--- src/hw/rtl/smt_pkg.sv ---
package smt_pkg;

    // default table depth
    localparam int CAPACITY_DEF = 64;

    // payload widths
    localparam int KIND_W   = 2;
    localparam int KEY_W    = 32;
    localparam int VALUE_W  = 32;
    localparam int STATUS_W = 2;
    localparam int TOTAL_W  = 7;

    // operation codes
    localparam logic [KIND_W-1:0] KIND_INSERT = 2'd0;
    localparam logic [KIND_W-1:0] KIND_SEARCH = 2'd1;
    localparam logic [KIND_W-1:0] KIND_REMOVE = 2'd2;

    // result status codes
    localparam logic [STATUS_W-1:0] ST_OK   = 2'd0;
    localparam logic [STATUS_W-1:0] ST_MISS = 2'd1;
    localparam logic [STATUS_W-1:0] ST_FULL = 2'd2;

    // one stored pair, as it sits in the table memory
    typedef struct packed {
        logic signed [KEY_W-1:0]   key;
        logic signed [VALUE_W-1:0] value;
    } entry_t;

endpackage

--- src/hw/rtl/smt_if.sv ---
// request channel: one operation per transaction
interface smt_req_if;
    logic                               valid;
    logic                               ready;
    logic [smt_pkg::KIND_W-1:0]         kind;
    logic signed [smt_pkg::KEY_W-1:0]   key;
    logic signed [smt_pkg::VALUE_W-1:0] value;

    modport source (output valid, output kind, output key, output value, input ready);
    modport sink   (input valid, input kind, input key, input value, output ready);
endinterface

// response channel: one or more results per transaction, last marks the final one
interface smt_rsp_if;
    logic                               valid;
    logic                               ready;
    logic [smt_pkg::STATUS_W-1:0]       status;
    logic signed [smt_pkg::VALUE_W-1:0] found_value;
    logic                               last;
    logic [smt_pkg::TOTAL_W-1:0]        entry_total;

    modport source (output valid, output status, output found_value, output last,
                    output entry_total, input ready);
    modport sink   (input valid, input status, input found_value, input last,
                    input entry_total, output ready);
endinterface

// configuration write channel: order register
interface smt_cfg_if;
    logic valid;
    logic ready;
    logic order_descending;

    modport source (output valid, output order_descending, input ready);
    modport sink   (input valid, input order_descending, output ready);
endinterface

--- src/hw/rtl/smt_ram.sv ---
module smt_ram #(
    parameter int WIDTH = 64,
    parameter int DEPTH = 64
) (
    input  logic                     clk,
    input  logic                     we,
    input  logic [$clog2(DEPTH)-1:0] waddr,
    input  logic [WIDTH-1:0]         wdata,
    input  logic [$clog2(DEPTH)-1:0] raddr,
    output logic [WIDTH-1:0]         rdata
);

    logic [WIDTH-1:0] mem [DEPTH];

    // one write port, one registered read port
    always_ff @(posedge clk)
    begin
        if (we)
        begin
            mem[waddr] <= wdata;
        end
        rdata <= mem[raddr];
    end

endmodule

--- src/hw/rtl/sorted_multimap_table_unit.sv ---
// sorted key/value table in one memory, walked from the front one entry per cycle
// except while a search holds a further match and the result output is still full
// output backpressure stalls a search and the final result; the next request is
// taken in the cycle after the final result loads
// reset empties the table and selects ascending order at once
module sorted_multimap_table_unit #(
    parameter int CAPACITY = smt_pkg::CAPACITY_DEF
) (
    input  logic      clk,
    input  logic      rst_n,
    smt_req_if.sink   req,
    smt_rsp_if.source rsp,
    smt_cfg_if.sink   cfg
);

    localparam int CW = $clog2(CAPACITY + 1);
    localparam int AW = $clog2(CAPACITY);
    localparam int EW = $bits(smt_pkg::entry_t);
    localparam int TW = smt_pkg::TOTAL_W;
    localparam int SW = smt_pkg::STATUS_W;
    localparam int VW = smt_pkg::VALUE_W;
    localparam int KW = smt_pkg::KIND_W;
    localparam int YW = smt_pkg::KEY_W;

    typedef enum logic [2:0] {
        S_IDLE,
        S_WALK,
        S_SHIFT_INS,
        S_SHIFT_REM,
        S_PUT,
        S_FINISH
    } state_t;

    state_t                state_reg, state_next;
    logic [KW-1:0]         kind_reg, kind_next;
    logic signed [YW-1:0]  key_reg, key_next;
    logic signed [VW-1:0]  value_reg, value_next;
    logic [CW-1:0]         idx_reg, idx_next;
    logic [CW-1:0]         pos_reg, pos_next;
    logic [CW-1:0]         cnt_reg, cnt_next;
    logic                  order_reg, order_next;
    logic [SW-1:0]         fin_reg, fin_next;
    logic                  held_valid_reg, held_valid_next;
    logic signed [VW-1:0]  held_value_reg, held_value_next;
    logic                  out_valid_reg, out_valid_next;
    logic [SW-1:0]         out_status_reg, out_status_next;
    logic signed [VW-1:0]  out_value_reg, out_value_next;
    logic                  out_last_reg, out_last_next;
    logic [CW-1:0]         out_total_reg, out_total_next;

    // table memory signals
    logic                  ram_we;
    logic [CW-1:0]         wr_idx;
    logic [CW-1:0]         rd_idx;
    smt_pkg::entry_t       ram_wdata;
    logic [EW-1:0]         ram_rdata;
    smt_pkg::entry_t       q;

    logic                  ord;
    logic                  key_eq;
    logic                  pair_eq;
    logic                  last_entry;
    logic                  out_free;
    logic                  stall;

    smt_ram #(
        .WIDTH (EW),
        .DEPTH (CAPACITY)
    ) u_table (
        .clk   (clk),
        .we    (ram_we),
        .waddr (wr_idx[AW-1:0]),
        .wdata (ram_wdata),
        .raddr (rd_idx[AW-1:0]),
        .rdata (ram_rdata)
    );

    // entry under the walk and its comparisons
    assign q          = smt_pkg::entry_t'(ram_rdata);
    assign ord        = order_reg ? (q.key >= key_reg) : (q.key <= key_reg);
    assign key_eq     = (q.key == key_reg);
    assign pair_eq    = key_eq && (q.value == value_reg);
    assign last_entry = (CW'(idx_reg + CW'(1)) == cnt_reg);
    assign out_free   = !out_valid_reg || rsp.ready;
    assign stall      = ord && key_eq && held_valid_reg && !out_free;

    // sequencer and datapath next values
    always_comb
    begin
        state_next      = state_reg;
        kind_next       = kind_reg;
        key_next        = key_reg;
        value_next      = value_reg;
        idx_next        = idx_reg;
        pos_next        = pos_reg;
        cnt_next        = cnt_reg;
        order_next      = order_reg;
        fin_next        = fin_reg;
        held_valid_next = held_valid_reg;
        held_value_next = held_value_reg;
        out_valid_next  = out_valid_reg && !rsp.ready;
        out_status_next = out_status_reg;
        out_value_next  = out_value_reg;
        out_last_next   = out_last_reg;
        out_total_next  = out_total_reg;
        rd_idx          = '0;
        ram_we          = 1'b0;
        wr_idx          = idx_reg;
        ram_wdata       = q;

        if (cfg.valid)
        begin
            order_next = cfg.order_descending;
        end

        case (state_reg)
            S_IDLE:
            begin
                if (req.valid)
                begin
                    kind_next       = req.kind;
                    key_next        = req.key;
                    value_next      = req.value;
                    idx_next        = '0;
                    held_valid_next = 1'b0;
                    case (req.kind)
                        smt_pkg::KIND_INSERT:
                        begin
                            if (cnt_reg == CW'(CAPACITY))
                            begin
                                fin_next   = smt_pkg::ST_FULL;
                                state_next = S_FINISH;
                            end
                            else if (cnt_reg == '0)
                            begin
                                pos_next   = '0;
                                state_next = S_PUT;
                            end
                            else
                            begin
                                state_next = S_WALK;
                            end
                        end
                        smt_pkg::KIND_SEARCH, smt_pkg::KIND_REMOVE:
                        begin
                            if (cnt_reg == '0)
                            begin
                                fin_next   = smt_pkg::ST_MISS;
                                state_next = S_FINISH;
                            end
                            else
                            begin
                                state_next = S_WALK;
                            end
                        end
                        default:
                        begin
                            fin_next   = smt_pkg::ST_MISS;
                            state_next = S_FINISH;
                        end
                    endcase
                end
            end

            S_WALK:
            begin
                // default: step to the next entry
                rd_idx   = CW'(idx_reg + CW'(1));
                idx_next = CW'(idx_reg + CW'(1));
                case (kind_reg)
                    smt_pkg::KIND_INSERT:
                    begin
                        if (!ord)
                        begin
                            pos_next   = idx_reg;
                            rd_idx     = CW'(cnt_reg - CW'(1));
                            idx_next   = cnt_reg;
                            state_next = S_SHIFT_INS;
                        end
                        else if (last_entry)
                        begin
                            pos_next   = cnt_reg;
                            state_next = S_PUT;
                        end
                    end
                    smt_pkg::KIND_SEARCH:
                    begin
                        if (stall)
                        begin
                            rd_idx   = idx_reg;
                            idx_next = idx_reg;
                        end
                        else
                        begin
                            // keep one match back so the final one can carry last
                            if (ord && key_eq)
                            begin
                                if (held_valid_reg)
                                begin
                                    out_valid_next  = 1'b1;
                                    out_status_next = smt_pkg::ST_OK;
                                    out_value_next  = held_value_reg;
                                    out_last_next   = 1'b0;
                                    out_total_next  = cnt_reg;
                                end
                                held_valid_next = 1'b1;
                                held_value_next = q.value;
                            end
                            if (!ord || last_entry)
                            begin
                                state_next = S_FINISH;
                            end
                        end
                    end
                    smt_pkg::KIND_REMOVE:
                    begin
                        if (ord && pair_eq)
                        begin
                            if (last_entry)
                            begin
                                cnt_next   = CW'(cnt_reg - CW'(1));
                                fin_next   = smt_pkg::ST_OK;
                                state_next = S_FINISH;
                            end
                            else
                            begin
                                idx_next   = idx_reg;
                                state_next = S_SHIFT_REM;
                            end
                        end
                        else if (!ord || last_entry)
                        begin
                            fin_next   = smt_pkg::ST_MISS;
                            state_next = S_FINISH;
                        end
                    end
                    default:
                    begin
                        fin_next   = smt_pkg::ST_MISS;
                        state_next = S_FINISH;
                    end
                endcase
            end

            // move entry idx-1 to idx, walking down toward the insert slot
            S_SHIFT_INS:
            begin
                ram_we = 1'b1;
                if (CW'(idx_reg - CW'(1)) == pos_reg)
                begin
                    state_next = S_PUT;
                end
                else
                begin
                    rd_idx   = CW'(idx_reg - CW'(2));
                    idx_next = CW'(idx_reg - CW'(1));
                end
            end

            // move entry idx+1 to idx, closing the gap of the removed pair
            S_SHIFT_REM:
            begin
                ram_we = 1'b1;
                if (CW'(idx_reg + CW'(2)) == cnt_reg)
                begin
                    cnt_next   = CW'(cnt_reg - CW'(1));
                    fin_next   = smt_pkg::ST_OK;
                    state_next = S_FINISH;
                end
                else
                begin
                    rd_idx   = CW'(idx_reg + CW'(2));
                    idx_next = CW'(idx_reg + CW'(1));
                end
            end

            S_PUT:
            begin
                ram_we          = 1'b1;
                wr_idx          = pos_reg;
                ram_wdata.key   = key_reg;
                ram_wdata.value = value_reg;
                cnt_next        = CW'(cnt_reg + CW'(1));
                fin_next        = smt_pkg::ST_OK;
                state_next      = S_FINISH;
            end

            S_FINISH:
            begin
                if (out_free)
                begin
                    out_valid_next = 1'b1;
                    out_last_next  = 1'b1;
                    out_total_next = cnt_reg;
                    if (kind_reg == smt_pkg::KIND_SEARCH)
                    begin
                        out_status_next = held_valid_reg ? smt_pkg::ST_OK : smt_pkg::ST_MISS;
                        out_value_next  = held_valid_reg ? held_value_reg : '0;
                    end
                    else
                    begin
                        out_status_next = fin_reg;
                        out_value_next  = '0;
                    end
                    held_valid_next = 1'b0;
                    state_next      = S_IDLE;
                end
            end

            default:
            begin
                state_next = S_IDLE;
            end
        endcase
    end

    // state and registered outputs
    always_ff @(posedge clk or negedge rst_n)
    begin
        if (!rst_n)
        begin
            state_reg      <= S_IDLE;
            kind_reg       <= '0;
            key_reg        <= '0;
            value_reg      <= '0;
            idx_reg        <= '0;
            pos_reg        <= '0;
            cnt_reg        <= '0;
            order_reg      <= 1'b0;
            fin_reg        <= '0;
            held_valid_reg <= 1'b0;
            held_value_reg <= '0;
            out_valid_reg  <= 1'b0;
            out_status_reg <= '0;
            out_value_reg  <= '0;
            out_last_reg   <= 1'b0;
            out_total_reg  <= '0;
        end
        else
        begin
            state_reg      <= state_next;
            kind_reg       <= kind_next;
            key_reg        <= key_next;
            value_reg      <= value_next;
            idx_reg        <= idx_next;
            pos_reg        <= pos_next;
            cnt_reg        <= cnt_next;
            order_reg      <= order_next;
            fin_reg        <= fin_next;
            held_valid_reg <= held_valid_next;
            held_value_reg <= held_value_next;
            out_valid_reg  <= out_valid_next;
            out_status_reg <= out_status_next;
            out_value_reg  <= out_value_next;
            out_last_reg   <= out_last_next;
            out_total_reg  <= out_total_next;
        end
    end

    // channel outputs
    assign req.ready       = (state_reg == S_IDLE);
    assign cfg.ready       = 1'b1;
    assign rsp.valid       = out_valid_reg;
    assign rsp.status      = out_status_reg;
    assign rsp.found_value = out_value_reg;
    assign rsp.last        = out_last_reg;
    assign rsp.entry_total = TW'(out_total_reg);

`ifndef ASSERT_OFF
    // entry count stays within the table
    a_cnt_range: assert property (@(posedge clk) disable iff (!rst_n)
        cnt_reg <= CW'(CAPACITY))
        else $error("entry count beyond capacity");

    // entry count moves by at most one per cycle
    a_cnt_step: assert property (@(posedge clk) disable iff (!rst_n)
        (cnt_reg != $past(cnt_reg)) |->
            (cnt_reg == CW'($past(cnt_reg) + CW'(1)) ||
             cnt_reg == CW'($past(cnt_reg) - CW'(1))))
        else $error("entry count jumped");

    // table writes stay inside the occupied region plus the insert slot
    a_wr_bound: assert property (@(posedge clk) disable iff (!rst_n)
        ram_we |-> (wr_idx <= cnt_reg && wr_idx < CW'(CAPACITY)))
        else $error("table write outside occupied region");

    // a held match only exists during a search
    a_held_search: assert property (@(posedge clk) disable iff (!rst_n)
        held_valid_reg |-> (kind_reg == smt_pkg::KIND_SEARCH))
        else $error("held match outside a search");
`endif

endmodule

--- src/flat_wrapper.sv ---
// flat-port wrapper written by rule: the top's interface ports become plain ports
module sorted_multimap_table_unit_flat 
#(
    parameter int CAPACITY = smt_pkg::CAPACITY_DEF
)
  (clk, rst_n, req_valid, req_kind, req_key, req_value, req_ready, rsp_valid, rsp_status, rsp_found_value, rsp_last, rsp_entry_total, rsp_ready, cfg_valid, cfg_order_descending, cfg_ready);
  smt_req_if req_i ();
  smt_rsp_if rsp_i ();
  smt_cfg_if cfg_i ();
  input  logic clk;
  input  logic rst_n;
  input wire logic [$bits(req_i.valid)-1:0] req_valid;
  input wire logic [$bits(req_i.kind)-1:0] req_kind;
  input wire logic [$bits(req_i.key)-1:0] req_key;
  input wire logic [$bits(req_i.value)-1:0] req_value;
  output wire logic [$bits(req_i.ready)-1:0] req_ready;
  output wire logic [$bits(rsp_i.valid)-1:0] rsp_valid;
  output wire logic [$bits(rsp_i.status)-1:0] rsp_status;
  output wire logic [$bits(rsp_i.found_value)-1:0] rsp_found_value;
  output wire logic [$bits(rsp_i.last)-1:0] rsp_last;
  output wire logic [$bits(rsp_i.entry_total)-1:0] rsp_entry_total;
  input wire logic [$bits(rsp_i.ready)-1:0] rsp_ready;
  input wire logic [$bits(cfg_i.valid)-1:0] cfg_valid;
  input wire logic [$bits(cfg_i.order_descending)-1:0] cfg_order_descending;
  output wire logic [$bits(cfg_i.ready)-1:0] cfg_ready;
  assign req_i.valid = req_valid;
  assign req_i.kind = req_kind;
  assign req_i.key = req_key;
  assign req_i.value = req_value;
  assign req_ready = req_i.ready;
  assign rsp_valid = rsp_i.valid;
  assign rsp_status = rsp_i.status;
  assign rsp_found_value = rsp_i.found_value;
  assign rsp_last = rsp_i.last;
  assign rsp_entry_total = rsp_i.entry_total;
  assign rsp_i.ready = rsp_ready;
  assign cfg_i.valid = cfg_valid;
  assign cfg_i.order_descending = cfg_order_descending;
  assign cfg_ready = cfg_i.ready;
  sorted_multimap_table_unit #(.CAPACITY(CAPACITY)) u_core (.clk(clk), .rst_n(rst_n), .req(req_i), .rsp(rsp_i), .cfg(cfg_i));
endmodule
--- config.mk ---
export PLATFORM = sky130hd
export DESIGN_NAME = sorted_multimap_table_unit_flat
export DESIGN_NICKNAME = d
export VERILOG_FILES = /design/src/hw/rtl/smt_pkg.sv /design/src/hw/rtl/smt_if.sv /design/src/hw/rtl/smt_ram.sv /design/src/hw/rtl/sorted_multimap_table_unit.sv /design/src/flat_wrapper.sv
export SDC_FILE = /design/constraint.sdc
export NUM_CORES = 2
export LEC_CHECK = 0
export BUFFER_PORTS_ARGS = -buffer_cell sky130_fd_sc_hd__buf_2
export CAP_MARGIN = 25
export CELL_PAD_IN_SITES_DETAIL_PLACEMENT = 0
export CELL_PAD_IN_SITES_GLOBAL_PLACEMENT = 1
export CORE_MARGIN = 1.5
export CORE_UTILIZATION = 48
export CTS_CLUSTER_SIZE = 14
export DETAILED_ROUTE_END_ITERATION = 8
export PLACE_DENSITY_LB_ADDON = 0.1
export SLEW_MARGIN = 20
export SYNTH_ARGS = -nofsm -noshare
export SYNTH_HDL_FRONTEND = slang
export SYNTH_SLANG_ARGS = --single-unit
--- constraint.sdc ---
create_clock -name clk -period 5.1 [get_ports clk]
set_input_delay 1.275 -clock clk [delete_from_list [all_inputs] [get_ports clk]]
set_output_delay 1.275 -clock clk [all_outputs]
set_load 0.02 [all_outputs]
---- Word-level counts from Yosys, hierarchy flattened ----
Memories as Yosys holds them, arrays and structs flattened. A register that Yosys moved wholly into a read port is not among the register bits.
Index checks and enable logic that the tools add are counted.
Widths: inputs -> output; s select.
storage, ports and cells
  bits in registers ....................... 169
  RAM bits ................................ 4,096
  input port bits ......................... 72
  output and inout bits ................... 45
  memories kept ........................... 1
memory list
  memory              words  width  read ports  clocked after memory_dff  wr ports  line           RTL
  u_core.u_table.mem  64     64     1           1                         1         smt_ram.sv:13  logic [WIDTH-1:0] mem [DEPTH];
cells by class
  $add $sub $neg .......................... 6
  order comparisons ....................... 2
  eq/ne operators ......................... 40
  muxes and demuxes ....................... 99
  bitwise operators ....................... 1
  reductions and logical operators ........ 34
operators by type and width
  operator             number
  $mux 32              7
  $mux 7               23
  $eq 32x32->1         2
  $mux 64              1
  $pmux 32 s2          1
  $pmux 7 s3           2
  $mux 3               13
  $ge 32x32->1         1
  $le 32x32->1         1
  $pmux 7 s2           2
  $pmux 7 s4           1
  $mux 2               13
  $mux 6               4
  $ne 2x1->1 const B   11
  $eq 7x7->1           3
  $mux 1               20
  $pmux 3 s6           1
  $pmux 6 s3           1
  $reduce_and 6->1     3
  $add 7x1->7 const B  2
  $ne 2x2->1 const B   7
  $sub 7x1->7 const B  2
  $pmux 2 s2           3
  $pmux 6 s2           1
  35 further kinds     57

---- Depth between registers and ports, before layout ----
  word-level depth ........................ 8
  gate-level depth with buffers ........... 21

---- By module ----
From an unflattened synthesis, not the netlist that was laid out.
unflattened totals
  cell total of the unflattened synthesis .. 8,012
  area total of the unflattened synthesis .. 167,287.9 um^2
modules (own cells, without submodules)
  module                      instances  cells an instance  area each (um^2)  sequential area each (um^2)
  smt_ram                     1          6,812              156,888.0         124,279.2
  sorted_multimap_table_unit  1          1,200              10,400.0          4,229.1

---- Worst setup path before layout ----
No wires, ideal clock.
  path kind ............................... reg-to-reg
  from .................................... reg u_core.state_reg[0]
  to ...................................... mem u_core.u_table.mem[20][0] (enable)
  arrival time ............................ 4,527 ps
  path slack .............................. 87 ps
  cell stages (with the launch flop) ...... 8
  period minus slack after synthesis ...... 5,013 ps
  cell sequence ........................... dfrtp_1 clkbuf_1 buf_1 nor3_1 clkbuf_1 a21oi_1 nand3_1 nor2_1
on the way
  cells in the longest elaborated chain, start to end .. 5
RTL lines
  item                                             line                               RTL
  from (decl)                                      sorted_multimap_table_unit.sv:34   state_t state_reg, state_next;
  from (signal assigned)                           sorted_multimap_table_unit.sv:341  state_reg <= state_next;
  $eq 3x3->1 / $eq 3x2->1 (equally long branches)  sorted_multimap_table_unit.sv:116  case (state_reg)
  $reduce_or 3->1 (no source line)                 --
  $mux 1                                           sorted_multimap_table_unit.sv:116
  $mux 1                                           smt_ram.sv:18                      if (we)
  $mux 1 (implied by the code)                     smt_ram.sv:20                      mem[waddr] <= wdata;
  to (decl)                                        smt_ram.sv:13
Parallel ways exist; a longest one is shown, timed or not.

---- Final worst setup path ----
  from .................................... reg u_core.key_reg[29]
  to ...................................... reg u_core.u_table.rdata[47] (read register of u_core.u_table.mem)
on the way
  cells in the longest elaborated chain, start to end .. 8
RTL lines
  item                                                 line                               RTL
  from (decl)                                          sorted_multimap_table_unit.sv:36   logic signed [YW-1:0] key_reg, key_next;
  from (signal assigned)                               sorted_multimap_table_unit.sv:343  key_reg <= key_next;
  $le 32x32->1 / $ge 32x32->1 (equally long branches)  sorted_multimap_table_unit.sv:80   assign ord = order_reg ? (q.key >= key_reg) : (q.key <= key_reg);
  $mux 1                                               sorted_multimap_table_unit.sv:80
  $logic_and 1x1->1 (3 in series)                      sorted_multimap_table_unit.sv:85   assign stall = ord && key_eq && held_valid_reg && !out_free;
  $mux 7                                               sorted_multimap_table_unit.sv:188  if (stall)
  $pmux 6 s2 *                                         sorted_multimap_table_unit.sv:170  case (kind_reg)
  $pmux 6 s3 *                                         sorted_multimap_table_unit.sv:116
  to (decl)                                            smt_ram.sv:10                      output logic [WIDTH-1:0] rdata
Every way passes the cells marked *; elsewhere a longest branch is shown, timed or not.
A chain may end at the register's enable or synchronous reset.

==> metrics.csv <==
metric;value;unit
status;complete, but fails checks;
violated checks;setup timing;
first-pass GRT wire length;920;mm
Critical Path Start Type;flip-flop;
Starting Density;48.3;%
routed len/inst;36.3;um
Chip Width;602;um
Final Non-Filler Cells;18761;
core area;356000;um2
dominant cells by area after synthesis;edfxtp_1, nand2_1, mux2i_1;
root cell of the clock tree;clkbuf_16;
Die H;602;um
Layout Nets;13726;
most frequent CP cell;buf_12;
EDFF count, synth;4096;
Clock Skew;58.3;ps
actual slew at the worst max-slew pin;1130;ps
Biggest register;u_core.u_table.mem;
clk_lat worst skew;1030;ps
Buffers on Ports;115;
DR vias;120492;
RSZ-0062 raised after global routing;true;
post-layout util;58.7;%
CTS Buf Count;450;
Async SR Flop Fraction;3.90;%
WP data arrival;6040;ps
layout cell share with drive strength beyond 1;19.3;%
max FFs per register;4096;
Synth-to-Final Area Change;21.6;%
Setup CP Type;flip-flop to flip-flop;
hold_buf cts;0;
maxcap violations;0;
Post-synth top flop;edfxtp_1;
Critical Path End Type;flip-flop;
Yosys warnings;0;
Slew headroom;24.6;%
largest net degree at the start of global routing;91;
H-tree depth;5;
max frequency;191;MHz
final hold vios;0;
Residual DRC;0;
required time worst endpoint;5900;ps
Max clock buf depth;4;
# rows;219;
Tot GR Track Use;36.7;%
max incr delay on CP;580;ps
CTS Sinks;4329;
leading area contributor after synthesis;edfxtp_1;
Regs by FF count;u_core.u_table.mem x4096, u_core.u_table.rdata x64;
Avg Vias per Cell;6.42;
Synth Area per Inst;14.0;um2
CTS tree;yes;
Die Area;362000;um2
routability cong.;0.929;
crit path max fanout;8;
slowest CP cell;a221o_2;
fin. max-slew vios;0;
Setup WS post-layout;-136;ps
Seq/Total Area, Yosys;74.7;%
vias in the first global route;112680;
Pre-antenna DRT Iters;6;
Overflow after GRT;0;
share of Yosys cell area claimed by the top area cell type;71.5;%
initial antenna violation count;35;
syn_nets;12428;
pre-CTS setup slack;-785;ps
crit path time final;5240;ps
Detail Route Antenna Nets;0;
io pins;117;
Cells after Synth;12315;
Netlist cell types;93;
period utilization;103;%
placed inst area;192000;um2
Placed Cells;17827;
crit-path cells;clkinvlp_4, ha_4, nand4_4, buf_4, nor4_4, buf_12, buf_12, a311oi_1, a31oi_1, o31ai_2, a221oi_4, buf_12, buf_16, buf_16, buf_6, buf_4, mux2i_2, a221oi_1, o21ai_0, nand3_1, a221o_2;
DP Wirelength;410;mm
Initial DRC Count;20268;
clk slew on worst S/H paths;60;ps
post-route cell area;209000;um2
Hold Path Class;input port to asynchronous set/reset pin;
final wirelength;681;mm
#FFs+latches synth;4329;
# fillers;27875;
synthesized cell area;172000;um2
# setup viols final;24;
==> metal layers <==
layer	wire length, um	vias up	track usage, %
met3	90900	1430	9.74
li1	-	49023	-
met2	294000	8360	54.1
met1	263000	61665	51.8
met5	94	-	0
met4	32100	14	14.8
==> cells in the mapped netlist (64+ instances only) <==
| master | n |
|---|---|
| nand3_1 | 926 |
| mux2i_1 | 560 |
| o21ai_0 | 233 |
| nand2_1 | 3238 |
| a221oi_1 | 64 |
| buf_1 | 87 |
| edfxtp_1 | 4096 |
| dfrtp_1 | 169 |
| and3_1 | 68 |
| dfxtp_1 | 64 |
| nor2_1 | 225 |
| clkbuf_1 | 363 |
| a21oi_1 | 270 |
| a32oi_1 | 335 |
| a31oi_1 | 271 |
| nand4_1 | 91 |
| buf_2 | 317 |
| mux2_2 | 102 |
==> cells by family (layout without fill, tap and decap cells) <==
logic type / count (synthesis) / count (layout) / share of synthesized area (%)
AND/OR/NAND/NOR: 4678 / 4678 / 11.3
flip-flops: 4329 / 4329 / 74.7
AO/OA/AOI/OAI: 1635 / 1635 / 6.77
buffers and inverters: 862 / 2552 / 2.20
multiplexers: 689 / 689 / 4.27
XOR/XNOR: 80 / 80 / 0.415
adder cells (fa/ha/maj): 41 / 41 / 0.298
other: 1 / 6 / 0.00218
==> critical path, delay by kind of cell (launching register included) <==
| kind | cells | cell delay, ps |
|---|---|---|
| and+or+nand+nor | 3 | 730 |
| DFF | 1 | 400 |
| AOI/OAI and AO/OA | 7 | 1720 |
| buffers and inverters | 9 | 1560 |
| muxes | 1 | 230 |
| adders and majority gates | 1 | 320 |
==> worst paths after layout <==
path | depth (start not counted) | slack (ps) | start | to
worst max-delay path | 21 | -140 | u_core.key_reg[29] | u_core.u_table.rdata[47]
worst min-delay path | 1 | 390 | rst_n | u_core.rsp.valid
worst max register to register | 21 | -140 | u_core.key_reg[29] | u_core.u_table.rdata[47]
worst min register to register | 2 | 470 | u_core.rsp.found_value[25] | u_core.rsp.found_value[25]
max in group asynchronous | 2 | 3740 | rst_n | u_core.idx_reg[4]
min in group clk | 2 | 470 | u_core.rsp.found_value[25] | u_core.rsp.found_value[25]
==> through the flow <==
step / TNS, ps / hold slack [ps]
after floorplan: 0 / 450
after global placement: -35950 / 452
after detailed placement: -26130 / 459
after CTS: -54.9 / 406
after global routing: -1480 / 462
final: -1060 / 386
==> layout by cell type (no fill, tap or decap), types with 26 or more instances in the layout <==
cell type | synthesis | routed
a21oi_1 | 270 | 266
a211oi_1 | 29 | 27
o21ai_0 | 233 | 189
mux4_2 | 26 | 26
ha_1 | 41 | 34
nand3_1 | 926 | 924
a21o_1 | 32 | 30
o21ai_4 | 0 | 33
xnor2_1 | 35 | 35
inv_1 | 53 | 51
a32o_1 | 61 | 61
clkbuf_1 | 363 | 98
dfrtp_1 | 169 | 169
a311oi_1 | 39 | 39
o22ai_1 | 50 | 50
nor4_1 | 35 | 34
clkbuf_16 | 0 | 460
dfxtp_1 | 64 | 53
nor3_1 | 58 | 51
clkinv_2 | 0 | 85
a31oi_1 | 271 | 264
xor2_1 | 44 | 44
mux2i_1 | 560 | 554
clkinv_1 | 2 | 89
edfxtp_1 | 4096 | 4096
buf_2 | 317 | 114
nor2_1 | 225 | 148
mux2_2 | 102 | 102
a221oi_1 | 64 | 49
nand4_1 | 91 | 91
and3_1 | 68 | 66
buf_4 | 36 | 1061
nor2_4 | 0 | 75
bufinv_16 | 0 | 50
buf_12 | 0 | 407
nand2_1 | 3238 | 3205
a32oi_1 | 335 | 329
==> repair_timing <==
action,CTS,global route
gates cloned,6,7
setup endpoints to repair,64,59
buffers inserted,21,48
pin swaps,13,23
endpoints found under the hold margin,0,0
resized for setup,80,119
==> area by class of cell <==
class                      instances  area, um2  share of cell area (%)
antenna                            5       12.5                 0.00598
clock buffer                     575      12000                    5.75
clock inverter                   269       2860                    1.37
inverter                          56        214                   0.102
multi-input combinational       7124      41500                    19.8
sequential                      4329     129000                    61.4
tap                             4751       5940                    2.84
timing repair buffer            1652      18100                    8.66
Power is not shown: default switching activity piles up to over one toggle a cycle in this logic, so the estimate is an artifact.
